**src/hdl/transpose_conv_quant8_defines.svh**
```systemverilog
// Assertion macros shared by the transposed convolution RTL.
// Expects clk and rst_n in the scope where a macro is used.
`ifndef TRANSPOSE_CONV_QUANT8_DEFINES_SVH
`define TRANSPOSE_CONV_QUANT8_DEFINES_SVH
`ifndef ASSERT_OFF
`define TCQ_ASSERT(lbl, prop, msg) \
    lbl: assert property (@(posedge clk) disable iff (!rst_n) prop) else $error(msg);
`define TCQ_ASSERT_ALWAYS(lbl, prop, msg) \
    lbl: assert property (@(posedge clk) prop) else $error(msg);
`else
`define TCQ_ASSERT(lbl, prop, msg)
`define TCQ_ASSERT_ALWAYS(lbl, prop, msg)
`endif
`endif

```
**src/hdl/tcq_pkg.sv**
```systemverilog
// Geometry, widths, codes and shared types of the transposed convolution block.
// No dependencies.
package tcq_pkg;

    localparam int IN_SIZE   = 8;
    localparam int IN_DEPTH  = 8;
    localparam int OUT_DEPTH = 8;
    localparam int FILT_SIZE = 3;
    localparam int OUT_SIZE  = 16;
    localparam int STRIDE    = 2;

    localparam int N_WEIGHTS = OUT_DEPTH * FILT_SIZE * FILT_SIZE * IN_DEPTH;
    localparam int N_INPUTS  = IN_SIZE * IN_SIZE * IN_DEPTH;
    localparam int N_OUTPUTS = OUT_SIZE * OUT_SIZE * OUT_DEPTH;
    localparam int N_TAPS    = FILT_SIZE * FILT_SIZE * OUT_DEPTH;

    localparam int WA_W = (N_WEIGHTS > 1) ? $clog2(N_WEIGHTS) : 1;
    localparam int BA_W = (OUT_DEPTH > 1) ? $clog2(OUT_DEPTH) : 1;
    localparam int AA_W = (N_OUTPUTS > 1) ? $clog2(N_OUTPUTS) : 1;
    localparam int D_W  = (IN_DEPTH > 1) ? $clog2(IN_DEPTH) : 1;
    localparam int P_W  = (IN_SIZE > 1) ? $clog2(IN_SIZE) : 1;
    localparam int F_W  = (FILT_SIZE > 1) ? $clog2(FILT_SIZE) : 1;
    localparam int K_W  = BA_W;

    localparam int Q_DEPTH = 4;
    localparam int Q_PW    = $clog2(Q_DEPTH);
    localparam int Q_CW    = $clog2(Q_DEPTH + 1);

    localparam int PA_W = 5;

    localparam logic [1:0] CMD_WEIGHT = 2'd0;
    localparam logic [1:0] CMD_BIAS   = 2'd1;
    localparam logic [1:0] CMD_INPUT  = 2'd2;
    localparam logic [1:0] CMD_DRAIN  = 2'd3;

    localparam logic [2:0] REG_IN_ZP   = 3'd0;
    localparam logic [2:0] REG_FILT_ZP = 3'd1;
    localparam logic [2:0] REG_OUT_ZP  = 3'd2;
    localparam logic [2:0] REG_MULT    = 3'd3;
    localparam logic [2:0] REG_SHIFT   = 3'd4;
    localparam logic [2:0] REG_ACT_MIN = 3'd5;
    localparam logic [2:0] REG_ACT_MAX = 3'd6;
    localparam logic [2:0] REG_PADDING = 3'd7;

    typedef struct packed {
        logic [1:0]  cmd;
        logic [11:0] index;
        logic [31:0] data;
    } item_t;

    typedef struct packed {
        logic [7:0]  input_zero_point;
        logic [7:0]  filter_zero_point;
        logic [7:0]  output_zero_point;
        logic [30:0] output_multiplier;
        logic [4:0]  output_shift;
        logic [7:0]  activation_min;
        logic [7:0]  activation_max;
        logic [3:0]  padding;
    } cfg_t;

    typedef struct packed {
        logic clearing;
    } status_t;

endpackage

```
**src/hdl/tcq_if.sv**
```systemverilog
// Valid/ready channel interfaces for command items and result items.
// Depends on nothing.
interface tcq_in_if;
    logic               valid;
    logic               ready;
    logic [1:0]         cmd;
    logic [11:0]        index;
    logic signed [31:0] data_value;

    modport source (output valid, output cmd, output index, output data_value, input ready);
    modport sink   (input valid, input cmd, input index, input data_value, output ready);
endinterface


```
**src/hdl/tcq_front.sv**
```systemverilog
// Front end: accepts command items, drops out-of-range writes, queues the rest.
// Depends on tcq_pkg, tcq_if and the assertion macros.
`include "transpose_conv_quant8_defines.svh"
module tcq_front (
    input  logic            clk,
    input  logic            rst_n,
    tcq_in_if.sink          in_ch,
    input  tcq_pkg::status_t status,
    output tcq_pkg::item_t  head,
    output logic            head_valid,
    input  logic            pop
);

    tcq_pkg::item_t              q_reg [tcq_pkg::Q_DEPTH];
    logic [tcq_pkg::Q_PW-1:0]    wr_ptr_reg, wr_ptr_next;
    logic [tcq_pkg::Q_PW-1:0]    rd_ptr_reg, rd_ptr_next;
    logic [tcq_pkg::Q_CW-1:0]    count_reg, count_next;
    logic                        accept;
    logic                        keep;
    logic                        push;

    assign in_ch.ready = (count_reg != tcq_pkg::Q_CW'(tcq_pkg::Q_DEPTH)) && !status.clearing;
    assign accept      = in_ch.valid && in_ch.ready;

    // drop writes aimed past the end of a store
    always_comb
    begin
        unique case (in_ch.cmd)
            tcq_pkg::CMD_WEIGHT: keep = (32'(in_ch.index) < 32'(tcq_pkg::N_WEIGHTS));
            tcq_pkg::CMD_BIAS:   keep = (32'(in_ch.index) < 32'(tcq_pkg::OUT_DEPTH));
            default:             keep = 1'b1;
        endcase
    end

    assign push       = accept && keep;
    assign head       = q_reg[rd_ptr_reg];
    assign head_valid = (count_reg != '0);

    always_comb
    begin
        wr_ptr_next = wr_ptr_reg;
        rd_ptr_next = rd_ptr_reg;
        count_next  = count_reg;
        if (push)
        begin
            wr_ptr_next = wr_ptr_reg + 1'b1;
        end
        if (pop && head_valid)
        begin
            rd_ptr_next = rd_ptr_reg + 1'b1;
        end
        if (push && !(pop && head_valid))
        begin
            count_next = count_reg + 1'b1;
        end
        else if (!push && pop && head_valid)
        begin
            count_next = count_reg - 1'b1;
        end
    end

    always_ff @(posedge clk or negedge rst_n)
    begin
        if (!rst_n)
        begin
            wr_ptr_reg <= '0;
            rd_ptr_reg <= '0;
            count_reg  <= '0;
        end
        else
        begin
            wr_ptr_reg <= wr_ptr_next;
            rd_ptr_reg <= rd_ptr_next;
            count_reg  <= count_next;
        end
    end

    always_ff @(posedge clk)
    begin
        if (push)
        begin
            q_reg[wr_ptr_reg] <= '{cmd: in_ch.cmd, index: in_ch.index,
                                   data: in_ch.data_value};
        end
    end

    `TCQ_ASSERT_ALWAYS(a_queue_bound, count_reg <= tcq_pkg::Q_CW'(tcq_pkg::Q_DEPTH), "queue overfilled")

endmodule

```
**src/flat_wrapper.sv**
```systemverilog
// flat-port wrapper written by rule: the top's interface ports become plain ports
module tcq_front_flat 
  (clk, rst_n, status, head, head_valid, pop, in_ch_valid, in_ch_cmd, in_ch_index, in_ch_data_value, in_ch_ready);
  tcq_in_if in_ch_i ();
  input  logic clk;
  input  logic rst_n;
  input  tcq_pkg::status_t status;
  output tcq_pkg::item_t head;
  output logic head_valid;
  input  logic pop;
  input wire logic [$bits(in_ch_i.valid)-1:0] in_ch_valid;
  input wire logic [$bits(in_ch_i.cmd)-1:0] in_ch_cmd;
  input wire logic [$bits(in_ch_i.index)-1:0] in_ch_index;
  input wire logic [$bits(in_ch_i.data_value)-1:0] in_ch_data_value;
  output wire logic [$bits(in_ch_i.ready)-1:0] in_ch_ready;
  assign in_ch_i.valid = in_ch_valid;
  assign in_ch_i.cmd = in_ch_cmd;
  assign in_ch_i.index = in_ch_index;
  assign in_ch_i.data_value = in_ch_data_value;
  assign in_ch_ready = in_ch_i.ready;
  tcq_front u_core (.clk(clk), .rst_n(rst_n), .in_ch(in_ch_i), .status(status), .head(head), .head_valid(head_valid), .pop(pop));
endmodule
```
**config.mk**
```make
export PLATFORM = sky130hd
export DESIGN_NAME = tcq_front_flat
export DESIGN_NICKNAME = d
export VERILOG_FILES = /design/src/hdl/tcq_pkg.sv /design/src/hdl/tcq_if.sv /design/src/hdl/tcq_front.sv /design/src/flat_wrapper.sv
export VERILOG_INCLUDE_DIRS = /design/src /design/src/hdl
export SDC_FILE = /design/constraint.sdc
export NUM_CORES = 1
export LEC_CHECK = 0
export BUFFER_PORTS_ARGS = -buffer_cell sky130_fd_sc_hd__buf_2
export CORE_ASPECT_RATIO = 1.1
export CORE_MARGIN = 1.5
export CORE_UTILIZATION = 40
export CTS_CLUSTER_DIAMETER = 30
export DETAILED_ROUTE_END_ITERATION = 10
export HOLD_SLACK_MARGIN = 0.1
export PLACE_DENSITY_LB_ADDON = 0.25
export SYNTH_ARGS = -nofsm -noshare
export SYNTH_HDL_FRONTEND = slang
export SYNTH_SLANG_ARGS = --single-unit
export TNS_END_PERCENT = 20
```
**constraint.sdc**
```tcl
create_clock -name clk -period 5 [get_ports clk]
set_clock_uncertainty 0.15 [all_clocks]
set_input_delay 0 -clock clk [delete_from_list [all_inputs] [get_ports clk]]
set_output_delay 0 -clock clk [all_outputs]
set_load 0.02 [all_outputs]
```
# Word level (Yosys, flattened, before mapping)
# Memory sizes are Yosys's and may differ from the RTL's.
# Index checks and enable logic that the tools add are counted.
[word_totals] ramBits=184 elab_cells=30 input_bits=51 n_memories=1 output_inout_bits=48 latchBits=0 reg_bits=7 mem_bits_ro=0
[classes] n_reduce_logical=13 n_eq_ne=2 n_mux=5 shift=0 bitwise_logic=0 multipliers=0 magnitude_cmp=2 div_mod_pow=0 add_sub_neg=4
[memory_table] memory="u_core.q_reg" depth=4 word_bits=46 read_ports=1 rd_clocked_by_memory_dff=0 write_ports=1 line="tcq_front.sv:14" text="tcq_pkg::item_t q_reg [tcq_pkg::Q_DEPTH];"
[op_table] cell="12-bit by 10-bit < comparator with 1-bit output, second input constant" n=1
[op_table] cell="12-bit by 4-bit < comparator with 1-bit output, second input constant" n=1
[op_table] cell="1-bit logical AND" n=7
[op_table] cell="3-bit 2-to-1 mux" n=2
[op_table] cell="2-bit by 1-bit adder with 2-bit output, second input constant" n=2
[op_table] cell="3-bit by 1-bit adder with 3-bit output, second input constant" n=1
[op_table] cell="1-bit zero test" n=3
[op_table] cell="3-bit inequality test, second input constant" n=1
[op_table] cell="3-bit nonzero test" n=1
[op_table] cell="3-bit by 1-bit subtractor with 3-bit output, second input constant" n=1
[op_table] cell="2-bit by 1-bit == test with 1-bit output, second input constant" n=1
[op_table] cell="2-bit zero test" n=1
[op_table] cell="1-bit 2-to-1 mux" n=2
[op_table] cell="1-bit one-hot mux with 2 select lines" n=1
[op_table] cell="2-bit nonzero test" n=1

# Longest topological paths before layout
[logic_depth] word_depth=9 mapped_depth=8 depth_no_buf=8

# Worst setup path before layout
# OpenSTA, ideal clock, no wires.
[synth_path] path_kind="reg-to-reg" startpoint="reg u_core.count_reg[0] (netlist name)" endpoint="mem u_core.q_reg[0][0] (netlist name) (enable)" path_slack_ns=2.189 path_stages_with_launch=4 path_buffers=0 period_less_slack_ns=2.811 arrival_time_ns=2.253 setup_time_ns=0.408 required_ns=4.442 cell_sequence="dfrtp_1 > nor2_1 > a2111oi_4 > and2_1"
[synth_via] elab_chain_len=6
[synth_rtl] element="start, declared" line="tcq_front.sv:17" text="logic [tcq_pkg::Q_CW-1:0] count_reg, count_next;"
[synth_rtl] element="start signal, assigned" line="tcq_front.sv:74" text="count_reg <= count_next;"
[synth_rtl] element="3-bit inequality test" line="tcq_front.sv:22" text="assign in_ch.ready = (count_reg != tcq_pkg::Q_CW'(tcq_pkg::Q_DEPTH)) && !status.clearing;"
[synth_rtl] element="1-bit logical AND" line="tcq_front.sv:22"
[synth_rtl] element="1-bit logical AND" line="tcq_front.sv:23" text="assign accept = in_ch.valid && in_ch.ready;"
[synth_rtl] element="1-bit logical AND" line="tcq_front.sv:35" text="assign push = accept && keep;"
[synth_rtl] element="1-bit 2-to-1 mux" line="tcq_front.sv:80" text="if (push)"
[synth_rtl] element="1-bit 2-to-1 mux (implied by the code)" line="tcq_front.sv:82" text="q_reg[wr_ptr_reg] <= '{cmd: in_ch.cmd, index: in_ch.index,"
[synth_rtl] element="end, declared" line="tcq_front.sv:14"
# Every way passes these cells.

# Worst setup path in the final report
[layout_path] startpoint="in in_ch_index[9]" endpoint="reg u_core.count_reg[2] (netlist name)"
[layout_via] elab_chain_len=7 word_cells_on_any_way=10 cone_classes="2 x order compare; 2 x mux; 6 x reduce/logical"
[layout_rtl] element="start, declared" line="flat_wrapper.sv:13" text="input wire logic [$bits(in_ch_i.index)-1:0] in_ch_index;"
[layout_rtl] element="12-bit by 4-bit < comparator with 1-bit output / 12-bit by 10-bit < comparator with 1-bit output (equally long branches)" line="tcq_front.sv:30, tcq_front.sv:29"
[layout_rtl] element="1-bit one-hot mux with 2 select lines (*)" line="tcq_front.sv:28" text="unique case (in_ch.cmd)"
[layout_rtl] element="1-bit logical AND (*)" line="tcq_front.sv:35"
[layout_rtl] element="1-bit zero test" line="tcq_front.sv:56" text="else if (!push && pop && head_valid)"
[layout_rtl] element="1-bit logical AND (2 in series)" line="tcq_front.sv:56"
[layout_rtl] element="2-bit nonzero test (no line)"
# Mark *: on every way between the ends. The rest lies on a longest branch, timed or not.
# A chain may end at the register's enable or synchronous reset.

==> out/results.ini <==
[global_routing]
grt-ovfl-total=0
grt_pass1_vias=3754
antenna_found_initial=1
grt_usage=0.155
grt_pass1_wl_um=20500
grt_max_degree=49

[status]
status=completed

[routing]
first_pass_iters=6
drtAntennaViolNets=0
finalWirelength_um=13000
wl_per_cell_um=18.8
drcViolationCount=0
vias=3383
drtIter0Drc=168
vias_per_cell=4.88

[sta]
finalSetupViolCount=0
fin_tns_setup_ns=0
finalHoldViolations=0
drv_slew=0
clock.fmax_mhz=314
tightestPinTransition_ns=0.976
fin_crit_ns=3.19
slew_headroom=0.349
rsz0062_at_grt=no
period_share=0.638

[setup_path]
end_kind=register
cp_max_fo=6
start_kind=input pin
worstPathArrival_ns=3.40
crit_required_ns=5.21
path_class=input pin to register

[synth]
synthTopCellsByCount=edfxtp_1, mux4_2, dfrtp_1, buf_1
yosysTopAreaCell=edfxtp_1
ys_seq_area_frac=0.807
yosys_most_used_dff=edfxtp_1
async_flop_share=0.0366
synth_top_area_frac=0.782
ys_warn_count=0
synthTopCellsByArea=edfxtp_1, mux4_2, dfrtp_1, ha_1, xnor2_1
synth-edff-count=184
ys_seq_elements=191
synth_cell_types=24
synth_most_common_cell=edfxtp_1
syn_avg_cell_area_um2=25.1
syn_area_mm2=0.00707
synth_fp_nets=338
syn_inst=282

[cts]
path_clk_slew_ns=0.07
cts_root_buffer=clkbuf_16
numCtsBuffers=17
cts_buffer_depth=2
cts_htree_levels=4
tritoncts=done
clock_latency_ns=0.43
cts.sinks=191

[power]
power_density_mw_per_mm2=502
leakage_nw=3.03
power_w=0.00447
worst_ir_drop_vdd_uv=278

[finish]
area_growth_pct=26.1
final_cells=693
drive_above_1_share=0.410
fin_nets=501
fillers=1423
largest_reg_flops=184

[die]
io_pins=99
initial_core_util=0.412
num_rows=50
core_mm2=0.0171
die_h_um=142
dieArea_mm2=0.0185
dieWidth_um=130

[flow_run]
cap_violations=0

[place]
place_inst=609
dp_hpwl_um=7880
io_buffers=98
place_congestion=0.687

[hold_path]
hold_class=input pin to register

## cells in the final DEF, fill, tap and decap left out, types with 5 or more instances in the layout
cell / count
edfxtp_1: 184
buf_2: 98
dlygate4sd3_1: 51
mux4_2: 46
clkbuf_16: 17
xnor2_1: 5
buf_4: 5
dfrtp_1: 5
## stage by stage
step	util	hold slack, ns	setup WS (ns)	cell area, um^2
after CTS	0.520	0.155	1.78	8910
after global routing	0.520	0.163	1.54	8910
final	0.520	0.165	1.81	8910
after detailed placement	0.458	-0.303	1.81	7860
after floorplan	-	-0.446	2.19	7070
after global placement	0.458	-0.309	1.84	7860
## logic make-up (layout without fill, tap and decap cells)
family / count (synthesis) / count (layout) / synth area share
AO/OA/AOI/OAI: 6 / 6 / 0.00974
XOR/XNOR: 6 / 6 / 0.00744
adder cells (fa/ha/maj): 5 / 5 / 0.00992
buffers and inverters: 13 / 189 / 0.00726
flip-flops: 191 / 191 / 0.807
multiplexers: 48 / 48 / 0.150
other: 0 / 1 / 0
AND/OR/NAND/NOR: 13 / 13 / 0.00921
## final timing paths
kind / from / end / slack (ns) / cells past startpoint
max: in_ch_index[9] / u_core.count_reg[2] / 1.81 / 11
min: in_ch_data_value[26] / u_core.q_reg[1][26] / 0.16 / 2
max reg2reg: u_core.count_reg[0] / u_core.count_reg[2] / 2.10 / 8
min reg2reg: u_core.count_reg[0] / u_core.count_reg[0] / 0.41 / 1
max in group asynchronous: rst_n / u_core.rd_ptr_reg[0] / 4.06 / 3
min in group asynchronous: rst_n / u_core.wr_ptr_reg[0] / 0.36 / 3
## power by group
part           leakage (nW)  internal, W  switching [W]
Clock                 0.254     0.000642       0.000580
Sequential             1.74      0.00188       0.000195
Combinational          1.03     0.000566       0.000612
## critical path, cell delays in order
cell	delay (ns)
dlygate4sd3_1	0.52
buf_2	0.16
o41ai_2	0.35
a31oi_1	0.22
a2111oi_4	0.45
dlygate4sd3_1	0.77
nand2_1	0.11
fa_1	0.38
and2_1	0.14
mux2i_1	0.16
xnor2_1	0.14
## cell type report
cell class | count | area (um^2) | area share
inverter | 3 | 11.3 | 0.00126
antenna | 1 | 2.50 | 0.000281
tap | 234 | 293 | 0.0329
timing repair buffer | 154 | 1040 | 0.117
multi-input combinational | 78 | 1320 | 0.148
sequential | 191 | 5710 | 0.640
clock inverter | 14 | 110 | 0.0124
clock buffer | 18 | 429 | 0.0482
## routing by layer
metal  routed length (um)  track usage  vias to the layer above
li1                     -            -                     1523
met1                 5350        0.185                     1752
met2                 6810        0.261                       93
met3                  676       0.0496                       15
met4                  182       0.0579                        0
met5                    0            0                        -
## timing repair
item	in CTS	in global routing
resized for setup	0	0
hold buffers	51	0
buffers inserted	0	0
endpoints found under the hold margin	198	0
Power figures use the tool's default switching activity.
